### src/rtl/mta_pkg.sv
// Shared constants and types for the multi-turn angle accumulator.
`default_nettype none

package mta_pkg;

    // Field widths of the request and result items.
    localparam int ANGLE_W   = 13;
    localparam int DELTA_W   = 14;
    localparam int SUM_W     = 32;
    localparam int ID_W      = 11;
    localparam int SLOT_W    = 2;
    localparam int MASK_W    = 4;

    // Number of receive-ID registers and default number of tracked motors.
    localparam int SLOTS       = 4;
    localparam int MOTORS_DEF  = 4;

    // Encoder turn and half turn in counts.
    localparam int TURN = 8192;
    localparam int HALF = 4096;

    // Stream bus widths, padded to whole bytes.
    localparam int IN_DATA_W  = 32;
    localparam int OUT_DATA_W = 56;

    // Configuration port.
    localparam int CFG_IDX_W  = 3;
    localparam logic [CFG_IDX_W-1:0] REG_MOTOR0_RX_ID = 3'd0;
    localparam logic [CFG_IDX_W-1:0] REG_MOTOR1_RX_ID = 3'd1;
    localparam logic [CFG_IDX_W-1:0] REG_MOTOR2_RX_ID = 3'd2;
    localparam logic [CFG_IDX_W-1:0] REG_MOTOR3_RX_ID = 3'd3;

    // Request kinds carried on tuser.
    localparam logic REQ_UPDATE = 1'b0;
    localparam logic REQ_CLEAR  = 1'b1;

    // Commands from the controller to the datapath.
    typedef struct packed {
        logic upd;
        logic clr;
    } mta_cmd_t;

endpackage

`default_nettype wire

### src/rtl/mta_ctrl.sv
// Controller: stream handshake and result-register occupancy.
`default_nettype none

module mta_ctrl
(
    input  wire logic             clk,
    input  wire logic             rst_n,
    input  wire logic             s_axis_tvalid,
    output logic                  s_axis_tready,
    input  wire logic             s_axis_tuser,
    output logic                  m_axis_tvalid,
    input  wire logic             m_axis_tready,
    output mta_pkg::mta_cmd_t     cmd
);
    import mta_pkg::*;

    localparam logic ST_EMPTY = 1'b0;
    localparam logic ST_FULL  = 1'b1;

    logic state_reg;
    logic state_next;
    logic take;

    // A new request is taken when the result register is free or drains now.
    assign s_axis_tready = (state_reg == ST_EMPTY) || m_axis_tready;
    assign take          = s_axis_tvalid && s_axis_tready;
    assign m_axis_tvalid = (state_reg == ST_FULL);

    assign cmd.upd = take && (s_axis_tuser == REQ_UPDATE);
    assign cmd.clr = take && (s_axis_tuser == REQ_CLEAR);

    // Next-state logic.
    always_comb
    begin
        case (state_reg)
            ST_EMPTY: state_next = take ? ST_FULL : ST_EMPTY;
            ST_FULL:  state_next = (take || !m_axis_tready) ? ST_FULL : ST_EMPTY;
            default:  state_next = ST_EMPTY;
        endcase
    end

    always_ff @(posedge clk or negedge rst_n)
    begin
        if (!rst_n)
        begin
            state_reg <= ST_EMPTY;
        end
        else
        begin
            state_reg <= state_next;
        end
    end

endmodule

`default_nettype wire

### src/rtl/mta_datapath.sv
// Datapath: per-motor angle state, shortest-step unwrap and result register.
`default_nettype none

module mta_datapath
#(
    parameter int MOTORS = mta_pkg::MOTORS_DEF
)
(
    input  wire logic                          clk,
    input  wire logic                          rst_n,
    input  wire mta_pkg::mta_cmd_t             cmd,
    input  wire logic [mta_pkg::SLOT_W-1:0]    motor_index,
    input  wire logic [mta_pkg::ANGLE_W-1:0]   raw_angle,
    input  wire logic [mta_pkg::ID_W-1:0]      match_id,
    input  wire logic                          cfg_wr_en,
    input  wire logic [mta_pkg::CFG_IDX_W-1:0] cfg_index,
    input  wire logic [mta_pkg::ID_W-1:0]      cfg_wdata,
    output logic signed [mta_pkg::DELTA_W-1:0] step_delta,
    output logic signed [mta_pkg::SUM_W-1:0]   turn_sum,
    output logic [mta_pkg::MASK_W-1:0]         cleared_mask
);
    import mta_pkg::*;

    localparam logic signed [DELTA_W-1:0] HALF_D = DELTA_W'(HALF);
    localparam logic signed [DELTA_W-1:0] TURN_D = DELTA_W'(TURN);

    logic [ID_W-1:0]           rx_id_reg [SLOTS];
    logic [ANGLE_W-1:0]        prev_reg  [MOTORS];
    logic signed [SUM_W-1:0]   total_reg [MOTORS];

    logic [ANGLE_W-1:0]        prev_sel;
    logic signed [SUM_W-1:0]   total_sel;
    logic                      slot_ok;
    logic signed [DELTA_W-1:0] diff;
    logic signed [DELTA_W-1:0] step;
    logic signed [SUM_W-1:0]   sum_new;
    logic [MASK_W-1:0]         match_mask;

    logic signed [DELTA_W-1:0] step_reg;
    logic signed [SUM_W-1:0]   sum_reg;
    logic [MASK_W-1:0]         mask_reg;

    // Receive-ID registers; writes beyond the last register are dropped.
    always_ff @(posedge clk or negedge rst_n)
    begin
        if (!rst_n)
        begin
            for (int k = 0; k < SLOTS; k++)
            begin
                rx_id_reg[k] <= '0;
            end
        end
        else if (cfg_wr_en)
        begin
            case (cfg_index)
                REG_MOTOR0_RX_ID: rx_id_reg[0] <= cfg_wdata;
                REG_MOTOR1_RX_ID: rx_id_reg[1] <= cfg_wdata;
                REG_MOTOR2_RX_ID: rx_id_reg[2] <= cfg_wdata;
                REG_MOTOR3_RX_ID: rx_id_reg[3] <= cfg_wdata;
                default: ;
            endcase
        end
    end

    // Select the addressed motor's state.
    always_comb
    begin
        prev_sel  = '0;
        total_sel = '0;
        slot_ok   = 1'b0;
        for (int k = 0; k < MOTORS; k++)
        begin
            if (motor_index == SLOT_W'(k))
            begin
                prev_sel  = prev_reg[k];
                total_sel = total_reg[k];
                slot_ok   = 1'b1;
            end
        end
    end

    // Shortest step: fold differences beyond half a turn; a half-turn tie keeps d.
    always_comb
    begin
        diff = $signed({1'b0, raw_angle}) - $signed({1'b0, prev_sel});
        if (diff > HALF_D)
        begin
            step = diff - TURN_D;
        end
        else if (diff < -HALF_D)
        begin
            step = diff + TURN_D;
        end
        else
        begin
            step = diff;
        end
        sum_new = total_sel + SUM_W'(step);
    end

    // Slots whose receive ID matches the clear request.
    always_comb
    begin
        match_mask = '0;
        for (int k = 0; k < MOTORS; k++)
        begin
            match_mask[k] = (rx_id_reg[k] == match_id);
        end
    end

    // Motor state update.
    always_ff @(posedge clk or negedge rst_n)
    begin
        if (!rst_n)
        begin
            for (int k = 0; k < MOTORS; k++)
            begin
                prev_reg[k]  <= '0;
                total_reg[k] <= '0;
            end
        end
        else
        begin
            for (int k = 0; k < MOTORS; k++)
            begin
                if (cmd.upd && (motor_index == SLOT_W'(k)))
                begin
                    prev_reg[k]  <= raw_angle;
                    total_reg[k] <= sum_new;
                end
                else if (cmd.clr && match_mask[k])
                begin
                    total_reg[k] <= '0;
                end
            end
        end
    end

    // Result register.
    always_ff @(posedge clk)
    begin
        if (cmd.upd)
        begin
            step_reg <= slot_ok ? step : '0;
            sum_reg  <= slot_ok ? sum_new : '0;
            mask_reg <= '0;
        end
        else if (cmd.clr)
        begin
            step_reg <= '0;
            sum_reg  <= '0;
            mask_reg <= match_mask;
        end
    end

    assign step_delta   = step_reg;
    assign turn_sum     = sum_reg;
    assign cleared_mask = mask_reg;

endmodule

`default_nettype wire

### src/rtl/multi_turn_angle_accumulator.sv
// Top level of the multi-turn angle accumulator.
//
// Tracks the unwrapped angle of up to MOTORS motors with 13-bit encoders.
// Input stream: tuser selects the request kind (0 = angle update,
// 1 = clear sums by receive ID); tdata carries motor_index, raw_angle and
// match_id. Each request gives exactly one result on the output stream:
// the shortest step and new running sum for an update, or the mask of
// cleared motor slots for a clear.
// A valid result appears in the cycle after a request is accepted. The
// unwrap, compare and 32-bit accumulate complete in the accept cycle, so
// one request per cycle is sustained while the receiver keeps up.
// When the receiver stalls, the single result register holds its value and
// the input is not ready until that result is taken (or in the same cycle).
// Reset clears the receive IDs, previous angles and sums to zero and
// empties the result register. The user writes receive IDs through the
// configuration port only while no request is in flight; the block does not check.
`default_nettype none

module multi_turn_angle_accumulator
#(
    parameter int MOTORS = mta_pkg::MOTORS_DEF
)
(
    input  wire logic                             clk,
    input  wire logic                             rst_n,
    // Input stream.
    input  wire logic                             s_axis_tvalid,
    output logic                                  s_axis_tready,
    // tdata: motor_index[1:0], raw_angle[14:2], match_id[25:15], zero pad.
    input  wire logic [mta_pkg::IN_DATA_W-1:0]    s_axis_tdata,
    // tuser: req_type.
    input  wire logic                             s_axis_tuser,
    // Output stream.
    output logic                                  m_axis_tvalid,
    input  wire logic                             m_axis_tready,
    // tdata: step_delta[13:0], turn_sum[45:14], cleared_mask[49:46], zero pad.
    output logic [mta_pkg::OUT_DATA_W-1:0]        m_axis_tdata,
    // Configuration write port.
    input  wire logic                             cfg_wr_en,
    input  wire logic [mta_pkg::CFG_IDX_W-1:0]    cfg_index,
    input  wire logic [mta_pkg::ID_W-1:0]         cfg_wdata
);
    import mta_pkg::*;

    localparam int PAD_W = OUT_DATA_W - DELTA_W - SUM_W - MASK_W;

    mta_cmd_t                  cmd;
    logic signed [DELTA_W-1:0] step_delta;
    logic signed [SUM_W-1:0]   turn_sum;
    logic [MASK_W-1:0]         cleared_mask;

    mta_ctrl u_ctrl
    (
        .clk           (clk),
        .rst_n         (rst_n),
        .s_axis_tvalid (s_axis_tvalid),
        .s_axis_tready (s_axis_tready),
        .s_axis_tuser  (s_axis_tuser),
        .m_axis_tvalid (m_axis_tvalid),
        .m_axis_tready (m_axis_tready),
        .cmd           (cmd)
    );

    mta_datapath #(.MOTORS(MOTORS)) u_datapath
    (
        .clk          (clk),
        .rst_n        (rst_n),
        .cmd          (cmd),
        .motor_index  (s_axis_tdata[SLOT_W-1:0]),
        .raw_angle    (s_axis_tdata[SLOT_W+ANGLE_W-1:SLOT_W]),
        .match_id     (s_axis_tdata[SLOT_W+ANGLE_W+ID_W-1:SLOT_W+ANGLE_W]),
        .cfg_wr_en    (cfg_wr_en),
        .cfg_index    (cfg_index),
        .cfg_wdata    (cfg_wdata),
        .step_delta   (step_delta),
        .turn_sum     (turn_sum),
        .cleared_mask (cleared_mask)
    );

    // Pack the result fields, lowest field first.
    assign m_axis_tdata = {{PAD_W{1'b0}}, cleared_mask, turn_sum, step_delta};

endmodule

`default_nettype wire

### config.mk
export PLATFORM = sky130hd
export DESIGN_NAME = multi_turn_angle_accumulator
export DESIGN_NICKNAME = d
export VERILOG_FILES = /design/src/rtl/mta_pkg.sv /design/src/rtl/mta_ctrl.sv /design/src/rtl/mta_datapath.sv /design/src/rtl/multi_turn_angle_accumulator.sv
export SDC_FILE = /design/constraint.sdc
export NUM_CORES = 1
export LEC_CHECK = 0
export BUFFER_PORTS_ARGS = -buffer_cell sky130_fd_sc_hd__buf_2
export CAP_MARGIN = 20
export CORE_UTILIZATION = 60
export DETAILED_ROUTE_END_ITERATION = 7
export PLACE_DENSITY = 0.81
export SLEW_MARGIN = 20
export SYNTH_ARGS = -nofsm -noshare
export SYNTH_HDL_FRONTEND = slang
export SYNTH_HIERARCHICAL = 1
export SYNTH_SLANG_ARGS = --single-unit
### constraint.sdc
create_clock -name clk -period 7.3 [get_ports clk]
set_input_delay 1.825 -clock clk [delete_from_list [all_inputs] [get_ports clk]]
set_output_delay 1.825 -clock clk [all_outputs]
set_load 0.01 [all_outputs]
* Word level (Yosys, flattened, before mapping) *
Cells that the tools add are included.

word-level totals
  logic and storage cells = 90
  bits in registers = 275
  output and inout port bits = 58

cells by class
  mux-type cells = 31
  reductions and logical operators = 25
  eq/ne operators = 10
  bitwise gates (word level) = 2
  order comparisons = 2
  add/subtract/negate cells = 4

operator list
  kind                                                  count
  two-way mux 32 bit                                    15
  two-way mux 14 bit                                    5
  two-way mux 13 bit                                    4
  == test 11 bit                                        4
  adder 32 x 14 -> 32 bit                               1
  adder 14 bit, second input constant                   1
  > comparator 14 bit, second input constant            1
  < comparator 14 x 13 -> 1 bit, second input constant  1
  subtractor 13 x 13 -> 14 bit                          1
  subtractor 14 bit, second input constant              1
  logical AND 1 bit                                     11
  nonzero test 2 bit                                    5
  AND reduction 2 bit                                   4
  == test 3 x 2 -> 1 bit, second input constant         2
  two-way mux 1 bit                                     6
  == test 2 bit, second input constant                  2
  == test 3 x 1 -> 1 bit, second input constant         1
  zero test 3 bit                                       1
  == test 2 x 1 -> 1 bit, second input constant         1
  zero test 2 bit                                       1
  logical OR 1 bit                                      2
  NOT 1 bit                                             2
  one-hot mux 1 bit (2 select lines)                    1
  zero test 1 bit                                       1

* Depth between registers and ports, before layout *
  depth in word-level cells = 12
  depth in mapped cells = 27

* Hierarchy *
The synthesis kept the hierarchy.

modules (own cells, without submodules)
  module                        cells each  seq. area each (um^2)  times used  area an instance (um^2)
  mta_datapath                  1310        7066.8                 1           14069.7
  mta_ctrl                      5           25.0                   1           60.1
  multi_turn_angle_accumulator  7           0.0                    1           48.8

* Least setup slack after synthesis *
OpenSTA, ideal clock, no wires.

  kind = in2reg
  start point = in s_axis_tdata[0] (netlist bit)
  end point = reg u_datapath.sum_reg[26], in the netlist u_datapath/turn_sum[26] (data pin)
  slack = -1.835 ns
  data required time = 7.027 ns
  buffers on the path = 5
  stages on the path = 26
  library setup time = 0.273 ns
  arrival time = 8.862 ns
  path through = clkbuf_1 clkbuf_1 buf_1 buf_1 mux4_2 ha_1 fa_1 nand2b_1 a21oi_1 xor2_1 or4_1 or4_4 o31ai_4 buf_4 inv_1 ha_1 a211o_1 nand2b_1 o221ai_1 nor2_1 a2111oi_4 o21ai_2 a31o_4 a211oi_2 o21a_1 nor3_1

between the ends
  word-level cells in the longest chain between the ends = 12

ends and longest elaborated chain
  item                                                                  RTL line                                text
  from (decl)                                                           multi_turn_angle_accumulator.sv:30      input wire logic [mta_pkg::IN_DATA_W-1:0] s_axis_tdata,
  zero test 2 bit                                                       mta_datapath.sv:73                      if (motor_index == SLOT_W'(k))
  two-way mux 13 bit (3 in series)                                      mta_datapath.sv:73
  two-way mux 13 bit (*)                                                mta_datapath.sv:73
  subtractor 13 x 13 -> 14 bit (*)                                      mta_datapath.sv:85                      diff = $signed({1'b0, raw_angle}) - $signed({1'b0, prev_sel});
  named net u_datapath.diff[4]                                          mta_datapath.sv:34                      logic signed [DELTA_W-1:0] diff;
  adder 14 bit / < comparator 14 x 13 -> 1 bit (equally long branches)  mta_datapath.sv:92, mta_datapath.sv:90
  two-way mux 14 bit                                                    mta_datapath.sv:90                      else if (diff < -HALF_D)
  two-way mux 14 bit (*)                                                mta_datapath.sv:86                      if (diff > HALF_D)
  adder 32 x 14 -> 32 bit (*)                                           mta_datapath.sv:98                      sum_new = total_sel + SUM_W'(step);
  two-way mux 32 bit (*)                                                mta_datapath.sv:145                     sum_reg <= slot_ok ? sum_new : '0;
  two-way mux 32 bit (*)                                                mta_datapath.sv:142                     if (cmd.upd)
  to (signal assigned)                                                  mta_datapath.sv:145
  to (decl)                                                             mta_datapath.sv:40                      logic signed [SUM_W-1:0] sum_reg;

The timed path passes the listed nets; every way through them passes the cells marked *.
A chain may end at the register's enable or synchronous reset.

* Final worst setup path *
  start point = in s_axis_tdata[0] (netlist bit)
  end point = reg u_datapath.sum_reg[29], in the netlist u_datapath/turn_sum[29] (data pin)

The elaborated chain is that of the path after synthesis.

==> run_results.csv <==
group,metric,value,unit
setup_path,crit_start,"s_axis_tdata[0]",
yosys,yosysTopAreaCell,"dfrtp_1",
cts,insertion_delay,540,ps
outcome,status,"complete, no violations",
floorplan,rows,55,
floorplan,dieArea,0.0243,mm2
placed_design,place_congestion,0.963,
yosys,yosysWarningCount,6,
placed_design,detailedPlace.worstSlack,-70.1,ps
setup_path,crit_type,"in2reg",
layout,design_area,0.0165,mm2
global_routing,grt_overflow,0,
layout,drive_gt1_share,24.0,%
routing,drtIter0Drc,879,
timing,fmax,144,MHz
layout,multi_input_area,0.00674,mm2
hold_path,worstHoldStart,"u_datapath/prev_reg[18]",
cts,post-cts-setup-buffers,0,
yosys,ys_top_cells_by_area,"dfrtp_1, edfxtp_1, nand2_1",
layout,largest_register_ffs,128,
placed_design,dp_hpwl,23.3,mm
routing,wl,36.0,mm
setup_path,end_kind,"flop",
timing,worst_clock_skew,8.62,ps
power,powerDensity,460,mW/mm2
setup_path,critPathMaxFanout,6,
global_routing,antenna_found_initial,1,
timing,whs,471,ps
yosys,syn_inst,1322,
cts,clockBufferDepth,3,
setup_path,cp_slowest_cell,"or4_1",
yosys,synth.distinct_cells,67,
timing,worstMarginPinSlew,1010,ps
setup_path,r2r_start,"u_datapath/prev_reg[0]",
cts,cts-root-buf,"clkbuf_16",
hold_path,hold_class,"reg2reg",
floorplan,initial_core_util,61.9,%
routing,dr.pass1.iters,6,
routing,vias_per_cell,6.22,
layout,nFillCells,1616,
yosys,avgSynthCellArea,10.7,um2
cts,clkTransAtPathRegs,60,ps
power,p_leak,7.48,nW
layout,num_antenna_cells,0,
yosys,ys.flop_type,"dfrtp_1",
timing,grt_setup_unrepaired,"no",
layout,regArea,0.00709,mm2
yosys,synth_seq_cells,275,
timing,min_period_over_period,95.4,%
setup_path,cp.arrival,7240,ps
layout,area_growth_syn_to_layout,16.1,%
placed_design,placedCellCount,1730,
global_routing,grt_util_all_layers,31.0,%
layout,nNetsFinal,1540,
yosys,synth_area,0.0142,mm2
floorplan,die_x,156,um
yosys,yosysSeqAreaShare,50.0,%
job,drv_cap,0,
power,ir_drop,233,uV
yosys,synth_edf_count,46,
routing,ant_nets,0,
floorplan,dieHeight,156,um
routing,drc,0,
timing,slew_headroom,32.6,%
global_routing,grt_pass1_vias,11000,
setup_path,slowest_delay,560,ps
floorplan,core,0.0229,mm2
cts,clock-sinks,275,
layout,final_cells,1781,
setup_path,required,7580,ps
layout,postLayoutCoreUtil,71.8,%
timing,slew_violations,0,
timing,hold_violations,0,
yosys,postSynth.asyncResetShare,81.8,%
cts,cts_made_buffers,28,
placed_design,port_buffers,97,
cts,htreeDepth,1,
yosys,synth_top_area_share,39.7,%
timing,setup_viol,0,
routing,post_drt_wl_per_cell,20.2,um
setup_path,cp-start-kind,"primary input",
floorplan,ios,110,
global_routing,grt_max_degree,122,
global_routing,grt_pass1_wl,58.2,mm
routing,vias,11100,
placed_design,placed_area,0.0155,mm2
timing,fin_crit,6970,ps
cts,tritoncts,"yes",
cts,hold_buffers,0,
cts,cts_resized,0,
timing,fin_ws,333,ps
setup_path,cp_cell_sequence,"buf_4 -> buf_4 -> mux4_2 -> inv_1 -> ha_1 -> nor2_1 -> a21oi_1 -> xor2_1 -> or4_1 -> or4_4 -> o31ai_4 -> clkinvlp_4 -> buf_4 -> ha_1 -> and2_1 -> or2_2 -> a21o_1 -> a21oi_1 -> o21ai_0 -> a21oi_1 -> o31ai_1 -> xnor2_1 -> nor2_1",
worst paths after layout:
path	cells after the start	to	slack (ps)
min reg2reg	2	u_datapath/prev_reg[18]	470
min in group asynchronous	1	u_datapath/prev_reg[41]	1330
max	23	u_datapath/turn_sum[29]	330
max in group asynchronous	2	u_datapath/total_reg[51]	4620
min	2	u_datapath/prev_reg[18]	470
max reg2reg	21	u_datapath/turn_sum[29]	1530
placed cells by master (no fill, tap or decap), types with 30 or more instances in the layout:
cell type and instances:
buf_4 83, a21oi_1 40, a22o_1 30, ha_1 37, nand2_1 269, mux2_2 44
buf_2 95, o22ai_1 84, dfrtp_1 225, inv_1 30, edfxtp_1 46, xnor2_1 70
o21ai_0 39, nor2_1 59, mux4_2 45
critical path, delay by kind of cell:
kind	cells	cell delay [ps]
compound gates	7	1160
xor+xnor	2	520
fa+ha+maj	2	580
buf+inv	5	870
mux	1	500
simple gates	6	1810
Yosys cell counts, types with 3 or more instances:
| cell | n |
|---|---|
| o22ai_1 | 84 |
| o211ai_1 | 4 |
| dfxtp_1 | 4 |
| and3_1 | 9 |
| o31ai_1 | 9 |
| buf_2 | 4 |
| xor2_1 | 13 |
| nand3_1 | 9 |
| ha_1 | 39 |
| mux4_2 | 45 |
| nand2b_1 | 7 |
| a22o_1 | 30 |
| a21o_1 | 21 |
| nor3_1 | 15 |
| clkbuf_1 | 68 |
| xnor2_1 | 70 |
| nor2_1 | 60 |
| mux2i_1 | 3 |
| nand4_1 | 17 |
| o21bai_1 | 4 |
| a211o_1 | 4 |
| mux2_2 | 44 |
| buf_1 | 11 |
| nand2_1 | 272 |
| a31oi_1 | 5 |
| or2_2 | 5 |
| buf_4 | 7 |
| dfrtp_1 | 225 |
| and2_1 | 22 |
| a21oi_1 | 41 |
| o21ai_0 | 39 |
| a211oi_1 | 3 |
| edfxtp_1 | 46 |
| nor2b_1 | 5 |
| inv_1 | 31 |
| o21a_1 | 5 |
per-layer routing:
metal | GRT usage [%] | part of all wire, % | vias up
met4 | 12.9 | 4.2 | 2
li1 | - | - | 4962
met3 | 5.33 | 7.1 | 113
met5 | 0 | 0.028 | -
met1 | 41.8 | 42 | 5514
met2 | 50.1 | 47 | 494
report_power, final:
group          internal [W]  total [W]  switching [W]
combinational       0.00159    0.00370        0.00211
clock              0.000923    0.00151       0.000585
sequential          0.00208    0.00236       0.000275
through the flow:
step / setup TNS [ps] / power [W]
after floorplan: -5720 / 0.00486
after global placement: 0 / 0.00583
after detailed placement: -285 / 0.00596
after CTS: 0 / 0.00753
after global routing: 0 / 0.00803
final: 0 / 0.00757
final cells by class:
| cell class | count | share of cell area (%) |
|---|---|---|
| clock buffer | 40 | 5.03 |
| clock inverter | 11 | 0.920 |
| inverter | 31 | 0.730 |
| multi-input combinational | 931 | 41.0 |
| sequential | 275 | 43.1 |
| tap | 313 | 2.38 |
| timing repair buffer | 180 | 6.89 |
cell families (layout without fill, tap and decap cells):
group / Yosys count / after routing / synth area share (%)
compound gates: 273 / 273 / 13.2
flops: 275 / 275 / 50.0
buf+inv: 121 / 262 / 3.42
xor+xnor: 84 / 84 / 5.24
other cells: 1 / 6 / 0.0264
simple gates: 435 / 435 / 13.5
fa+ha+maj: 41 / 41 / 3.72
mux: 92 / 92 / 10.9
Note: power is estimated with default switching activity, not from simulation.
